==> config.mk <==
export PLATFORM = sky130hd
export DESIGN_NAME = ws2812b_pixel_serializer
export DESIGN_NICKNAME = d
export VERILOG_FILES = /design/src/sv/wsps_pkg.sv /design/src/sv/ws2812b_pixel_serializer.sv /design/src/sv/wsps_cfg.sv /design/src/sv/wsps_front.sv /design/src/sv/wsps_back.sv
export SDC_FILE = /design/constraint.sdc
export NUM_CORES = 1
export LEC_CHECK = 0
export ABC_AREA = 1
export BUFFER_PORTS_ARGS = -buffer_cell sky130_fd_sc_hd__buf_2
export CAP_MARGIN = 40
export CORE_MARGIN = 2
export CORE_UTILIZATION = 39
export CTS_CLUSTER_SIZE = 12
export DETAILED_ROUTE_END_ITERATION = 10
export SLEW_MARGIN = 25
export SYNTH_ARGS = -nofsm -noshare
export SYNTH_HDL_FRONTEND = slang
export SYNTH_HIERARCHICAL = 1
export SYNTH_SLANG_ARGS = --single-unit
==> constraint.sdc <==
create_clock -name clk -period 5.4 [get_ports clk]
set_input_delay 0.27 -clock clk [delete_from_list [all_inputs] [get_ports clk]]
set_output_delay 0.27 -clock clk [all_outputs]
set_load 0.02 [all_outputs]
==> src/sv/wsps_pkg.sv <==
`timescale 1ns / 1ps
`default_nettype none
package wsps_pkg;

  localparam int TickW  = 10;
  localparam int ColorW = 24;
  localparam int BitsW  = 5;
  localparam int CfgIdxW = 4;

  localparam logic [BitsW-1:0] FrameBits = 5'd24;

  // Operation codes.
  localparam logic OP_LOAD = 1'b0;
  localparam logic OP_TICK = 1'b1;

  // Configuration register indexes.
  localparam logic [CfgIdxW-1:0] REG_ZERO_HIGH = 4'd0;
  localparam logic [CfgIdxW-1:0] REG_ZERO_LOW  = 4'd1;
  localparam logic [CfgIdxW-1:0] REG_ONE_HIGH  = 4'd2;
  localparam logic [CfgIdxW-1:0] REG_ONE_LOW   = 4'd3;

  localparam logic [TickW-1:0] ZeroHighRst = 10'd20;
  localparam logic [TickW-1:0] ZeroLowRst  = 10'd43;
  localparam logic [TickW-1:0] OneHighRst  = 10'd40;
  localparam logic [TickW-1:0] OneLowRst   = 10'd22;

  typedef enum logic [1:0] {
    STAT_NONE     = 2'd0,
    STAT_ACCEPTED = 2'd1,
    STAT_RANGE    = 2'd2,
    STAT_BUSY     = 2'd3
  } load_status_t;

  // Classified word passed from front to back.
  typedef struct packed {
    logic                is_tick;
    logic                in_range;
    logic [ColorW-1:0]   grb;
  } cmd_t;

  // Result word.
  typedef struct packed {
    logic         pin_level;
    logic         busy;
    load_status_t status;
    logic         frame_done;
  } res_t;

  typedef struct packed {
    logic [TickW-1:0] zero_high;
    logic [TickW-1:0] zero_low;
    logic [TickW-1:0] one_high;
    logic [TickW-1:0] one_low;
  } cfg_regs_t;

endpackage
`default_nettype wire

==> src/sv/ws2812b_pixel_serializer.sv <==
// A word waits in the front queue, is executed, and its result waits in the result queue for pop.
// Throughput: one word per cycle, load or tick, while results are popped; each word passes a
// two-entry front queue and one serializer step that writes a two-entry result queue.
// Reset (synchronous, rst_n low): both queues empty, serializer idle,
// tick registers back to 20, 43, 40 and 22.
`timescale 1ns / 1ps
`default_nettype none
module ws2812b_pixel_serializer (
  input  wire                           clk,
  input  wire                           rst_n,
  input  wire                           push,
  output logic                          full,
  input  wire                           in_operation,
  input  wire signed [31:0]             in_color_word,
  output logic                          empty,
  input  wire                           pop,
  output logic                          out_pin_level,
  output logic                          out_busy_res,
  output logic [1:0]                    out_load_status,
  output logic                          out_frame_done,
  input  wire                           cfg_valid,
  output logic                          cfg_ready,
  input  wire  [wsps_pkg::CfgIdxW-1:0]  cfg_index,
  input  wire  [wsps_pkg::TickW-1:0]    cfg_data
);

  wsps_pkg::cmd_t      cmd;
  logic                cmd_valid;
  logic                cmd_take;
  wsps_pkg::cfg_regs_t regs;
  wsps_pkg::res_t      res;

  wsps_cfg u_cfg (
    .clk       (clk),
    .rst_n     (rst_n),
    .cfg_valid (cfg_valid),
    .cfg_ready (cfg_ready),
    .cfg_index (cfg_index),
    .cfg_data  (cfg_data),
    .regs      (regs)
  );

  wsps_front u_front (
    .clk           (clk),
    .rst_n         (rst_n),
    .push          (push),
    .full          (full),
    .in_operation  (in_operation),
    .in_color_word (in_color_word),
    .cmd           (cmd),
    .cmd_valid     (cmd_valid),
    .cmd_take      (cmd_take)
  );

  wsps_back u_back (
    .clk       (clk),
    .rst_n     (rst_n),
    .cmd       (cmd),
    .cmd_valid (cmd_valid),
    .cmd_take  (cmd_take),
    .regs      (regs),
    .res       (res),
    .empty     (empty),
    .pop       (pop)
  );

  assign out_pin_level   = res.pin_level;
  assign out_busy_res    = res.busy;
  assign out_load_status = res.status;
  assign out_frame_done  = res.frame_done;

endmodule
`default_nettype wire

==> src/sv/wsps_cfg.sv <==
`timescale 1ns / 1ps
`default_nettype none
module wsps_cfg (
  input  wire                              clk,
  input  wire                              rst_n,
  input  wire                              cfg_valid,
  output logic                             cfg_ready,
  input  wire  [wsps_pkg::CfgIdxW-1:0]     cfg_index,
  input  wire  [wsps_pkg::TickW-1:0]       cfg_data,
  output wsps_pkg::cfg_regs_t              regs
);

  wsps_pkg::cfg_regs_t regs_r, regs_nxt;

  assign cfg_ready = 1'b1;
  assign regs      = regs_r;

  // Decode the register write; unknown indexes are dropped.
  always_comb begin
    regs_nxt = regs_r;
    if (cfg_valid) begin
      case (cfg_index)
        wsps_pkg::REG_ZERO_HIGH: regs_nxt.zero_high = cfg_data;
        wsps_pkg::REG_ZERO_LOW:  regs_nxt.zero_low  = cfg_data;
        wsps_pkg::REG_ONE_HIGH:  regs_nxt.one_high  = cfg_data;
        wsps_pkg::REG_ONE_LOW:   regs_nxt.one_low   = cfg_data;
        default:                 regs_nxt = regs_r;
      endcase
    end
  end

  always_ff @(posedge clk) begin
    if (!rst_n) begin
      regs_r.zero_high <= wsps_pkg::ZeroHighRst;
      regs_r.zero_low  <= wsps_pkg::ZeroLowRst;
      regs_r.one_high  <= wsps_pkg::OneHighRst;
      regs_r.one_low   <= wsps_pkg::OneLowRst;
    end else begin
      regs_r <= regs_nxt;
    end
  end

endmodule
`default_nettype wire

==> src/sv/wsps_front.sv <==
`timescale 1ns / 1ps
`default_nettype none
module wsps_front (
  input  wire                 clk,
  input  wire                 rst_n,
  input  wire                 push,
  output logic                full,
  input  wire                 in_operation,
  input  wire signed [31:0]   in_color_word,
  output wsps_pkg::cmd_t      cmd,
  output logic                cmd_valid,
  input  wire                 cmd_take
);

  wsps_pkg::cmd_t q_r [2];
  logic           wr_ptr_r, wr_ptr_nxt;
  logic           rd_ptr_r, rd_ptr_nxt;
  logic [1:0]     cnt_r, cnt_nxt;
  wsps_pkg::cmd_t cls;
  logic           do_push;
  logic           do_pop;

  // Classify: range check and reorder to green, red, blue.
  always_comb begin
    cls.is_tick  = (in_operation == wsps_pkg::OP_TICK);
    cls.in_range = (in_color_word[31:24] == 8'h00);
    cls.grb      = {in_color_word[15:8], in_color_word[23:16], in_color_word[7:0]};
  end

  assign full      = (cnt_r == 2'd2);
  assign cmd_valid = (cnt_r != 2'd0);
  assign cmd       = q_r[rd_ptr_r];
  assign do_push   = push && !full;
  assign do_pop    = cmd_take && cmd_valid;

  // Advance queue pointers.
  always_comb begin
    wr_ptr_nxt = do_push ? ~wr_ptr_r : wr_ptr_r;
    rd_ptr_nxt = do_pop ? ~rd_ptr_r : rd_ptr_r;
    cnt_nxt    = cnt_r + {1'b0, do_push} - {1'b0, do_pop};
  end

  always_ff @(posedge clk) begin
    if (!rst_n) begin
      wr_ptr_r <= 1'b0;
      rd_ptr_r <= 1'b0;
      cnt_r    <= 2'd0;
    end else begin
      wr_ptr_r <= wr_ptr_nxt;
      rd_ptr_r <= rd_ptr_nxt;
      cnt_r    <= cnt_nxt;
    end
  end

  // Hold the classified word.
  always_ff @(posedge clk) begin
    if (do_push) begin
      q_r[wr_ptr_r] <= cls;
    end
  end

endmodule
`default_nettype wire

==> src/sv/wsps_back.sv <==
`timescale 1ns / 1ps
`default_nettype none
module wsps_back (
  input  wire                    clk,
  input  wire                    rst_n,
  input  wsps_pkg::cmd_t         cmd,
  input  wire                    cmd_valid,
  output logic                   cmd_take,
  input  wsps_pkg::cfg_regs_t    regs,
  output wsps_pkg::res_t         res,
  output logic                   empty,
  input  wire                    pop
);

  // Serializer state.
  logic [wsps_pkg::ColorW-1:0] shift_r, shift_nxt;
  logic [wsps_pkg::BitsW-1:0]  bits_r, bits_nxt;
  logic                        low_r, low_nxt;
  logic [wsps_pkg::TickW-1:0]  ticks_r, ticks_nxt;
  logic                        active_r, active_nxt;

  // Result queue.
  wsps_pkg::res_t q_r [2];
  logic           wr_ptr_r, rd_ptr_r;
  logic [1:0]     cnt_r, cnt_nxt;
  logic           do_pop;

  wsps_pkg::res_t             r;
  logic [wsps_pkg::TickW-1:0] lim_raw;
  logic [wsps_pkg::TickW-1:0] lim;
  logic [wsps_pkg::TickW-1:0] ticks_inc;
  logic [wsps_pkg::BitsW-1:0] bits_dec;
  logic                       cur_bit;

  assign cmd_take = cmd_valid && (cnt_r != 2'd2);
  assign empty    = (cnt_r == 2'd0);
  assign res      = q_r[rd_ptr_r];
  assign do_pop   = pop && !empty;

  // Pick the phase length for the current bit; zero acts as one.
  always_comb begin
    cur_bit   = shift_r[wsps_pkg::ColorW-1];
    if (low_r) begin
      lim_raw = cur_bit ? regs.one_low : regs.zero_low;
    end else begin
      lim_raw = cur_bit ? regs.one_high : regs.zero_high;
    end
    lim       = (lim_raw == '0) ? {{(wsps_pkg::TickW-1){1'b0}}, 1'b1} : lim_raw;
    ticks_inc = ticks_r + 1'b1;
    bits_dec  = bits_r - 1'b1;
  end

  // Execute one word.
  always_comb begin
    shift_nxt    = shift_r;
    bits_nxt     = bits_r;
    low_nxt      = low_r;
    ticks_nxt    = ticks_r;
    active_nxt   = active_r;
    r.pin_level  = 1'b0;
    r.busy       = 1'b0;
    r.status     = wsps_pkg::STAT_NONE;
    r.frame_done = 1'b0;
    if (cmd_take) begin
      if (!cmd.is_tick) begin
        if (active_r) begin
          r.status = wsps_pkg::STAT_BUSY;
        end else if (!cmd.in_range) begin
          r.status = wsps_pkg::STAT_RANGE;
        end else begin
          shift_nxt  = cmd.grb;
          bits_nxt   = wsps_pkg::FrameBits;
          low_nxt    = 1'b0;
          ticks_nxt  = '0;
          active_nxt = 1'b1;
          r.status   = wsps_pkg::STAT_ACCEPTED;
        end
        r.busy = active_nxt;
      end else if (active_r) begin
        r.busy      = 1'b1;
        r.pin_level = !low_r;
        ticks_nxt   = ticks_inc;
        if (ticks_inc >= lim || ticks_inc == '0) begin
          ticks_nxt = '0;
          if (!low_r) begin
            low_nxt = 1'b1;
          end else begin
            low_nxt   = 1'b0;
            shift_nxt = {shift_r[wsps_pkg::ColorW-2:0], 1'b0};
            bits_nxt  = bits_dec;
            if (bits_dec == '0) begin
              active_nxt   = 1'b0;
              r.frame_done = 1'b1;
            end
          end
        end
      end
    end
  end

  always_comb begin
    cnt_nxt = cnt_r + {1'b0, cmd_take} - {1'b0, do_pop};
  end

  always_ff @(posedge clk) begin
    if (!rst_n) begin
      shift_r  <= '0;
      bits_r   <= '0;
      low_r    <= 1'b0;
      ticks_r  <= '0;
      active_r <= 1'b0;
      wr_ptr_r <= 1'b0;
      rd_ptr_r <= 1'b0;
      cnt_r    <= 2'd0;
    end else begin
      shift_r  <= shift_nxt;
      bits_r   <= bits_nxt;
      low_r    <= low_nxt;
      ticks_r  <= ticks_nxt;
      active_r <= active_nxt;
      wr_ptr_r <= cmd_take ? ~wr_ptr_r : wr_ptr_r;
      rd_ptr_r <= do_pop ? ~rd_ptr_r : rd_ptr_r;
      cnt_r    <= cnt_nxt;
    end
  end

  // Hold the result word until popped.
  always_ff @(posedge clk) begin
    if (cmd_take) begin
      q_r[wr_ptr_r] <= r;
    end
  end

endmodule
`default_nettype wire

==> impl_metrics.env, run 1 <==
export IMPL_syn_nets=997
export IMPL_grtUsageMet3_pct=3.83
export IMPL_worstSetupEndpointType="flop"
export IMPL_r2r_start="u_back/shift_r[23]"
export IMPL_ir_drop_mv=0.272
export IMPL_multiInputGateArea_mm2=0.00321
export IMPL_switching_share_pct=35.6
export IMPL_p_seq_share_pct=39.1
export IMPL_grt_pass1_vias=5293
export IMPL_synth_area_leaders="edfxtp_1 (24%), dfxtp_1 (24%), nand2_1 (11%)"
export IMPL_grtUsageMet1_pct=22.3
export IMPL_synth_cell_types=37
export IMPL_syn_to_final_growth_pct=13.1
export IMPL_maxSlewViolCount=0
export IMPL_nets=1037
export IMPL_firstDrtPassIters=5
export IMPL_synth_top_area_share_pct=24.4
export IMPL_rows=51
export IMPL_dp_hpwl_mm=10.1
export IMPL_max_cap_violations=0
export IMPL_yosysWarnings=6
export IMPL_r2r_end="u_back/shift_r[18]"
export IMPL_p_switching_w=0.00140
export IMPL_die_w_um=144
export IMPL_period_minus_slack_ps=3700
export IMPL_setup_violations=0
export IMPL_seqCellArea_mm2=0.00368
export IMPL_clock_latency_ps=430
export IMPL_met2_usage_pct=23.8
export IMPL_grt_pass1_wl_mm=25.8
export IMPL_power_density_mw_per_mm2=456
export IMPL_ant_nets=0
export IMPL_antenna_found_initial=0
export IMPL_hold_path_class="input pin to flop"
export IMPL_cts_setup_buffers=0
export IMPL_grt_overflow=0
export IMPL_gp_congestion=0.821
export IMPL_dp_slack_ps=1750
export IMPL_drc=0
export IMPL_max_freq_mhz=270
export IMPL_routedWlPerCell_um=12.7
export IMPL_grt_busiest_layer="met2"
export IMPL_io_buffers=58
export IMPL_syn_inst=927
export IMPL_post_synth_cell_area_avg_um2=8.21
export IMPL_leakage_nw=3.84
export IMPL_antenna_cells=0
export IMPL_cts_resized=0
export IMPL_fin_skew_ps=9.75
export IMPL_fin_tns_setup_ps=0
export IMPL_cp_endpoint="u_back/shift_r[18]"
export IMPL_start_kind="flop"
export IMPL_finalHoldViolations=0
export IMPL_cts_buffers=17
export IMPL_fin_crit_sh_pct=68.5
export IMPL_ys_seq_elements=153
export IMPL_num_io_pins=60
export IMPL_initialDrtViolationCount=437
export IMPL_cts_sinks=153
export IMPL_drive_gt1_share_pct=15.1
export IMPL_cts_tree="built"
export IMPL_r2r_slack_ps=1700
export IMPL_fill_cells=1894
export IMPL_clock_tree_root_cell="clkbuf_16"
export IMPL_initial_core_util_pct=39.4
export IMPL_seq_area_frac_synth_pct=48.4
export IMPL_via_per_inst=4.74
export IMPL_combPwrFrac_pct=32.1
export IMPL_critPathKind="flop to flop"
export IMPL_crit_fanout=52
export IMPL_track_usage_pct=15.8
export IMPL_cp_startpoint="u_back/shift_r[23]"
export IMPL_ff2ff_path_depth=17
export IMPL_holdPathStages=1
export IMPL_slew_headroom_pct=47.3
export IMPL_wl_mm=15.8
export IMPL_tightest_slew_ps=790
export IMPL_path_clk_slew_ps=70
export IMPL_die_area_mm2=0.0207
export IMPL_cts_path_max_buffers=2
export IMPL_htree_levels=4
export IMPL_fp_dieH_um=144
export IMPL_arrival_ps=4020
export IMPL_core_mm2=0.0193
export IMPL_grt_max_degree=57
export IMPL_cts_hold_buf=0
export IMPL_intPower_w=0.00253
export IMPL_rsz0062_at_grt="no"
export IMPL_synth_largest_area_cell="edfxtp_1"
export IMPL_pwr_share_clk_pct=28.8
export IMPL_vias=5903
export IMPL_cp_required_ps=5720
export IMPL_setup_slack_ps=1700
export IMPL_status="finished, final reports clean"
export IMPL_synth_area_mm2=0.00761
layer usage:
metal | wire length (um) | vias up
met1 | 7970 | 2688
met2 | 6890 | 121
met3 | 688 | 13
met4 | 214 | 0
met5 | 0 | -
li1 | - | 3081
worst max-delay path, stage by stage, from the launching register on:
cell,delay (ps)
dfxtp_1,780
inv_1,500
o21ai_0,280
o22a_1,170
nand4_1,110
nor2_1,120
nand3_1,70
nand2_1,70
ha_1,140
inv_1,40
a21oi_1,110
a21oi_1,90
nor2_1,240
nand3_4,170
nand2_4,440
nand2_1,110
nand2_1,90
nor2_1,40
flip-flops by register name (all words and copies together), names as in the netlist, named ones only:
register,cells
u_back/active_r,1
u_back/bits_r,5
u_back/cnt_r,2
u_back/low_r,1
u_back/q_r,10
u_back/rd_ptr_r,1
u_back/shift_r,24
u_back/ticks_r,10
u_back/wr_ptr_r,1
u_cfg/regs,40
u_front/cnt_r,2
u_front/q_r,52
u_front/rd_ptr_r,1
u_front/wr_ptr_r,1
cells in the mapped netlist:
| master | number |
|---|---|
| a21oi_1 | 34 |
| a21oi_4 | 1 |
| a32o_1 | 8 |
| buf_1 | 3 |
| buf_12 | 2 |
| buf_2 | 14 |
| buf_4 | 5 |
| buf_6 | 4 |
| clkbuf_1 | 16 |
| clkinv_1 | 1 |
| conb_1 | 1 |
| dfxtp_1 | 91 |
| edfxtp_1 | 62 |
| ha_1 | 18 |
| inv_1 | 120 |
| inv_2 | 3 |
| mux2_2 | 11 |
| mux2_4 | 20 |
| nand2_1 | 233 |
| nand2_2 | 2 |
| nand2_4 | 1 |
| nand3_1 | 36 |
| nand3_2 | 2 |
| nand3_4 | 3 |
| nand4_1 | 44 |
| nor2_1 | 135 |
| nor2_2 | 5 |
| nor2_4 | 2 |
| nor2_8 | 1 |
| nor3_1 | 5 |
| nor4_1 | 1 |
| o21ai_0 | 34 |
| o21bai_1 | 2 |
| o22a_1 | 2 |
| or2_2 | 1 |
| xnor2_1 | 2 |
| xor2_1 | 2 |
cell families (layout without fill, tap and decap cells):
logic type                 after synthesis  in the layout  synth area share (%)
adders and majority gates               18             18                  2.96
AOI/OAI and AO/OA                       81             81                  6.16
buffers and inverters                  168            221                  9.58
xor gates and xnor gates                 4              4                 0.460
and+or+nand+nor                        471            471                  26.8
muxes                                   31             31                  5.57
DFF                                    153            153                  48.4
other                                    1              1                0.0492
cell usage in the layout, fill, tap and decap left out, types with 2 or more instances in the layout:
cell type	n
nand2_2	2
o21ai_0	34
xor2_1	2
buf_4	4
nand2_1	233
o21bai_1	2
xnor2_1	2
nor2_4	3
nor2_1	134
dfxtp_1	91
clkinv_4	2
o22a_1	2
clkbuf_1	2
inv_1	120
nor2_2	5
buf_6	2
a32o_1	8
ha_1	18
clkbuf_16	17
mux2_4	20
a21oi_1	34
nand3_2	2
edfxtp_1	62
nor3_1	5
buf_2	58
mux2_2	11
nand3_4	3
inv_8	4
inv_6	6
inv_2	3
nand3_1	36
nand4_1	44
power groups by stage:
| stage | Clock, W | Sequential [W] | Combinational (W) |
|---|---|---|---|
| after floorplan | 0 | 0.00152 | 0.00105 |
| after global placement | 0 | 0.00157 | 0.00121 |
| after detailed placement | 0 | 0.00157 | 0.00123 |
| after CTS | 0.00116 | 0.00155 | 0.00124 |
| after global routing | 0.00121 | 0.00156 | 0.00144 |
| final | 0.00113 | 0.00154 | 0.00126 |
worst min-delay path by stage:
stage                           from                end  slack, ps
finish              in_color_word[6]  u_front/q_r[0][6]         20
CTS                 in_color_word[6]  u_front/q_r[0][6]          5
global route        in_color_word[2]  u_front/q_r[1][2]          4
floorplan                      rst_n   u_front/cnt_r[0]        360
detailed placement    u_cfg/regs[15]     u_cfg/regs[15]        440
global placement      u_cfg/regs[15]     u_cfg/regs[15]        440
per-stage QoR:
step,cell area [um^2],hold WS [ps],util (%),power [W],std cells
CTS,8590,5.26,44.4,0.00396,1243
detailed placement,8040,437,41.6,0.00281,1211
global route,8620,4.39,44.6,0.00421,1245
finish,8620,24.7,44.6,0.00393,1245
global placement,8010,439,41.4,0.00278,1210
floorplan,7610,363,-,0.00257,927
final cells by class:
class	instances	area share, %
clock buffer	19	5.02
clock inverter	13	1.42
inverter	124	5.40
multi-input combinational	606	37.2
sequential	153	42.8
tap	265	3.85
timing repair buffer	65	4.30
No activity file was read; power rests on OpenSTA's default activity.
==> inputs of run 2 (changes only) <==
clock period = 3.2 ns   (was 5.4 ns; I/O delays follow)
==> impl_metrics.env, run 2 (same netlist as run 1, synthesis figures left out) <==
export IMPL_num_io_pins=60
export IMPL_cts_path_max_buffers=2
export IMPL_r2r_start="u_back/low_r"
export IMPL_min_from="cfg_data[0]"
export IMPL_cpPeakStageDelay_ps=450
export IMPL_critPathKind="flop to flop"
export IMPL_cp_endpoint="u_back/shift_r[8]"
export IMPL_fin_tns_setup_ps=0
export IMPL_met2_usage_pct=26.6
export IMPL_gp_congestion=0.835
export IMPL_antenna_found_initial=0
export IMPL_cp_required_ps=3510
export IMPL_fp_dieH_um=144
export IMPL_seqCellArea_mm2=0.00368
export IMPL_multiInputGateArea_mm2=0.00320
export IMPL_htree_levels=4
export IMPL_switching_share_pct=35.4
export IMPL_p_switching_w=0.00236
export IMPL_fin_crit_sh_pct=87.1
export IMPL_vias=5995
export IMPL_cts_setup_buffers=0
export IMPL_grt_overflow=0
export IMPL_grtUsageMet3_pct=3.47
export IMPL_r2r_end="u_back/shift_r[8]"
export IMPL_finalNonFillerCells=1279
export IMPL_cp_startpoint="u_back/low_r"
export IMPL_die_area_mm2=0.0207
export IMPL_critical_path_cell_chain="clkinvlp_4 -> a32o_1 -> nand4_1 -> nor2_1 -> nand3_1 -> nand2_1 -> ha_1 -> nand2_1 -> a21oi_1 -> nor2_1 -> nand3_4 -> nand2_4 -> buf_12 -> nand2_1 -> nand2_1 -> nor2_1"
export IMPL_firstDrtPassIters=5
export IMPL_rows=51
export IMPL_grtUsageMet1_pct=21.9
export IMPL_nets=1071
export IMPL_period_minus_slack_ps=2790
export IMPL_cpLargestDelayFamily="simple AND/OR/NAND/NOR gates"
export IMPL_grt_pass1_vias=5583
export IMPL_power_density_mw_per_mm2=747
export IMPL_finalHoldViolations=0
export IMPL_grt_busiest_layer="met2"
export IMPL_initial_core_util_pct=39.4
export IMPL_ir_drop_mv=0.436
export IMPL_path_common_cell="nand2_1"
export IMPL_clock_latency_ps=430
export IMPL_p_seq_share_pct=38.7
export IMPL_mostFrequentLayoutCells="nand2_1 (233), nor2_1 (134), inv_1 (119), dfxtp_1 (90), edfxtp_1 (62)"
export IMPL_crit_fanout=22
export IMPL_routedWlPerCell_um=12.7
export IMPL_worstSetupEndpointType="flop"
export IMPL_initialDrtViolationCount=332
export IMPL_clock_tree_root_cell="clkbuf_16"
export IMPL_leakage_nw=3.97
export IMPL_syn_to_final_growth_pct=17.3
export IMPL_via_per_inst=4.69
export IMPL_cts_buffers=17
export IMPL_placed_cells=1220
export IMPL_wl_mm=16.3
export IMPL_tightest_slew_ps=701
export IMPL_slew_headroom_pct=53.2
export IMPL_ant_nets=0
export IMPL_io_buffers=58
export IMPL_setup_violations=0
export IMPL_core_mm2=0.0193
export IMPL_pwr_share_clk_pct=27.9
export IMPL_final_common_cell="nand2_1"
export IMPL_path_clk_slew_ps=70
export IMPL_max_freq_mhz=359
export IMPL_combPwrFrac_pct=33.4
export IMPL_cts_tree="built"
export IMPL_max_cap_violations=0
export IMPL_critical_path_buf_inv_count=2
export IMPL_fill_cells=1899
export IMPL_worst_path_max_delay_cell="dfxtp_2"
export IMPL_r2r_slack_ps=410
export IMPL_antenna_cells=0
export IMPL_grt_pass1_wl_mm=26.9
export IMPL_ff2ff_path_depth=16
export IMPL_maxSlewViolCount=0
export IMPL_arrival_ps=3100
export IMPL_top_register="u_front/q_r"
export IMPL_rsz0062_at_grt="no"
export IMPL_drc=0
export IMPL_cts_sinks=153
export IMPL_grt_max_degree=57
export IMPL_path_depth=16
export IMPL_die_w_um=144
export IMPL_hold_path_class="input pin to flop"
export IMPL_status="finished, final reports clean"
export IMPL_intPower_w=0.00431
export IMPL_fin_skew_ps=8.04
export IMPL_largest_reg_flops=52
export IMPL_drive_gt1_share_pct=15.7
export IMPL_track_usage_pct=16.5
export IMPL_start_kind="flop"
export IMPL_dp_hpwl_mm=10.4
[run 2: cell count changes in the layout (fill, tap and decap cells not counted), moves of 2 or more]
| cell | change |
|---|---|
| buf_12 | +3 |
| clkinv_4 | +2 |
| buf_4 | +7 |
| buf_6 | -2 |
| clkinvlp_4 | +4 |
| inv_8 | -3 |
| dlygate4sd3_1 | +25 |
[run 2: worst min-delay path by stage]
stage | endpoint | slack [ps] | cells after the start
floorplan | u_front/cnt_r[0] | 250 | 2
global placement | u_front/q_r[0][5] | 350 | 1
detailed placement | u_front/q_r[1][21] | 350 | 1
CTS | u_cfg/regs[20] | 4 | 3
global route | u_cfg/regs[25] | 40 | 3
finish | u_cfg/regs[20] | 20 | 3
[run 2: routing by layer]
layer / up-vias / share of wire, % / routed length [um]
li1: 3147 / - / -
met1: 2720 / 48 / 7870
met2: 110 / 46 / 7510
met3: 18 / 3.7 / 604
met4: 0 / 1.7 / 269
met5: - / 0 / 0
[run 2: timing repair]
action / in CTS / in global routing
hold endpoints to repair: 50 / 0
hold buffers: 25 / 0
gates resized for setup: 0 / 4
setup endpoints to repair: 0 / 24
[run 2: power groups by stage]
stage          logic [W]  clock network, W  registers (W)
6_report         0.00223           0.00186        0.00258
5_1_grt          0.00256           0.00198        0.00261
4_1_cts          0.00224           0.00191        0.00257
3_5_place_dp     0.00220                 0        0.00261
3_3_place_gp     0.00218                 0        0.00260
2_1_floorplan    0.00178                 0        0.00257
[run 2: final cells by class]
type	instances	share of cell area [%]
Timing Repair inverter	2	0.168
Clock buffer	18	4.81
Sequential cell	153	41.3
Timing Repair Buffer	97	7.65
Inverter	124	5.25
Multi-Input combinational cell	606	35.9
Tap cell	265	3.71
Clock inverter	14	1.27
[run 2: tightest hold or removal path, cell delays in order]
cell	delay (ps)
buf_2	90
nand4_1	90
nand3_1	80
[run 2: metrics by stage]
step / area (um^2) / hold WS, ps / utilization (%) / total power (W) / setup slack [ps]
CTS: 8910 / 3.88 / 46.1 / 0.00672 / 239
floorplan: 7610 / 253 / - / 0.00435 / 575
finish: 8930 / 22.9 / 46.2 / 0.00667 / 414
global placement: 8100 / 347 / 41.9 / 0.00478 / 288
detailed placement: 8120 / 351 / 42.0 / 0.00481 / 263
global route: 8930 / 36.3 / 46.2 / 0.00715 / 136
==> inputs of run 3 (changes only) <==
ABC_AREA = default   (was 1)
SLEW_MARGIN = default   (was 25)
==> impl_metrics.env, run 3 <==
export IMPL_status="finished, final reports clean"
export IMPL_vias=4946
export IMPL_ant_nets=0
export IMPL_mostFrequentLayoutCells="nand2_1 (107), dfxtp_1 (88), mux2i_1 (67), edfxtp_1 (62), buf_2 (57)"
export IMPL_drive_gt1_share_pct=29.0
export IMPL_fin_crit_sh_pct=99.6
export IMPL_grt_max_degree=68
export IMPL_finalNonFillerCells=977
export IMPL_yosys_top_cells_count="nand2_1 (107), dfxtp_1 (91), mux2i_1 (67)"
export IMPL_leakage_nw=3.71
export IMPL_fin_skew_ps=7.61
export IMPL_clock_latency_ps=430
export IMPL_crit_fanout=8
export IMPL_largest_reg_flops=52
export IMPL_cp_required_ps=3540
export IMPL_die_w_um=139
export IMPL_finalHoldViolations=0
export IMPL_critPathKind="flop to flop"
export IMPL_via_per_inst=5.06
export IMPL_syn_inst=634
export IMPL_routedWlPerCell_um=15.3
export IMPL_synth_edf_count=62
export IMPL_gp_congestion=0.820
export IMPL_synth_area_leaders="edfxtp_1 (26%), dfxtp_1 (25%), mux2i_1 (9.4%)"
export IMPL_setup_violations=0
export IMPL_antenna_found_initial=0
export IMPL_critical_path_cell_chain="buf_12 -> mux4_2 -> nor4_2 -> a31o_2 -> ha_4 -> nand2b_4 -> a211oi_4 -> nor3_4 -> a311oi_2 -> buf_4 -> a21o_4 -> buf_12 -> mux2i_1"
export IMPL_path_clk_slew_ps=60
export IMPL_rsz0062_at_grt="yes"
export IMPL_utilization_pct=49.7
export IMPL_rows=49
export IMPL_cts_sinks=153
export IMPL_power_density_mw_per_mm2=723
export IMPL_max_cap_violations=0
export IMPL_final_common_cell="nand2_1"
export IMPL_antenna_cells=0
export IMPL_initial_core_util_pct=39.8
export IMPL_htree_levels=4
export IMPL_yosysWarnings=6
export IMPL_cts_path_max_buffers=2
export IMPL_initialDrtViolationCount=182
export IMPL_clock_tree_root_cell="clkbuf_16"
export IMPL_die_area_mm2=0.0194
export IMPL_synth_largest_area_cell="edfxtp_1"
export IMPL_maxSlewViolCount=0
export IMPL_syn_to_final_growth_pct=24.9
export IMPL_path_common_cell="buf_12"
export IMPL_seq_area_frac_synth_pct=51.5
export IMPL_track_usage_pct=15.5
export IMPL_post_synth_cell_area_avg_um2=11.3
export IMPL_async_flop_share_pct=0
export IMPL_syn_nets=704
export IMPL_top_register="u_front/q_r"
export IMPL_drc=0
export IMPL_nets=805
export IMPL_synth_top_area_share_pct=26.0
export IMPL_ir_drop_mv=0.402
export IMPL_worst_path_max_delay_cell="mux4_2"
export IMPL_hold_path_class="input pin to flop"
export IMPL_firstDrtPassIters=4
export IMPL_arrival_ps=3530
export IMPL_max_freq_mhz=314
export IMPL_ys_seq_elements=153
export IMPL_tightest_slew_ps=779
export IMPL_worstSetupEndpointType="flop"
export IMPL_grt_overflow=0
export IMPL_num_io_pins=60
export IMPL_synth_area_mm2=0.00715
export IMPL_grt_pass1_vias=5133
export IMPL_cts_buffers=17
export IMPL_yosys_most_used_dff="dfxtp_1"
export IMPL_dp_hpwl_mm=9.53
export IMPL_cts_tree="built"
export IMPL_grt_pass1_wl_mm=24.1
export IMPL_fin_tns_setup_ps=0
export IMPL_period_minus_slack_ps=3190
export IMPL_fp_dieH_um=139
export IMPL_io_buffers=58
export IMPL_wl_mm=14.9
export IMPL_slew_headroom_pct=48.0
export IMPL_cpPeakStageDelay_ps=540
export IMPL_placed_cells=912
export IMPL_yosysMostFrequentCell="nand2_1"
export IMPL_synth_cell_types=58
export IMPL_whs_ps=15.2
export IMPL_start_kind="flop"
export IMPL_core_mm2=0.0180
[run 3: cell types whose count changed in the layout (fill, tap and decap cells not counted), moves of 32 or more]
cell,change
inv_1,-96
mux2i_1,+67
mux2_2,+43
nand2_1,-126
o21ai_0,-32
nand4_1,-40
nor2_1,-109
[run 3: repair_timing]
| item | CTS | global route |
|---|---|---|
| hold buffers | 25 | 0 |
| buffers inserted | 1 | 3 |
| cloned | 3 | 1 |
| endpoints found under the setup margin | 31 | 35 |
| endpoints found under the hold margin | 50 | 0 |
| pin swaps | 7 | 4 |
| gates resized for setup | 14 | 21 |
[run 3: cells by family (layout without fill, tap and decap cells)]
kind of cell | count (synthesis) | count (layout) | synth area share [%]
DFF | 153 | 153 | 51.5
xor gates and xnor gates | 15 | 15 | 1.84
buffers and inverters | 59 | 173 | 3.80
adders and majority gates | 18 | 18 | 3.15
and+or+nand+nor | 217 | 217 | 14.5
AOI/OAI and AO/OA | 40 | 40 | 4.11
muxes | 131 | 131 | 21.0
other | 1 | 1 | 0.0524
[run 3: per-stage QoR]
step	power, W	worst slack (ps)	instance area [um^2]
after floorplan	0.00383	10.7	7160
after global placement	0.00416	-73.2	7780
after detailed placement	0.00423	-145	7780
after CTS	0.00642	17.5	8770
after global routing	0.00678	-124	8930
final	0.00645	12.5	8930
[run 3: path summary, 6_finish.rpt]
path	startpoint	to	cells after the start	slack [ps]
setup reg to reg	u_back/shift_r[23]	u_back/shift_r[13]	13	10
hold / removal	cfg_data[0]	u_cfg/regs[20]	3	20
setup / recovery	u_back/shift_r[23]	u_back/shift_r[13]	13	10
hold reg to reg	u_back/shift_r[15]	u_back/shift_r[15]	2	460
[run 3: layout make-up]
| type | instances | area, um^2 |
|---|---|---|
| clock buffer | 24 | 529 |
| clock inverter | 8 | 78.8 |
| fill | 1570 | 9030 |
| inverter | 23 | 86.3 |
| multi-input combinational | 422 | 3340 |
| sequential | 153 | 3690 |
| tap | 229 | 287 |
| timing repair buffer | 118 | 923 |
[run 3: critical path, delay by kind of cell, from the launching register on]
family	cells	cell delay (ps)
compound gates	4	860
mux	2	740
simple gates	3	500
buf+inv	3	440
flops	1	360
fa+ha+maj	1	190
[run 3: metal layers]
layer | global-route usage [%] | wire length [um] | share of wire [%]
met2 | 28.5 | 7880 | 53
met4 | 6.65 | 282 | 1.9
met1 | 17.4 | 6480 | 43
met3 | 3.17 | 308 | 2.1
met5 | 0 | 0 | 0
[run 3: power by group]
part           internal [W]  switching [W]  leakage, nW
registers           0.00235       0.000141         1.32
clock network       0.00124       0.000790        0.300
logic              0.000949       0.000981         2.09
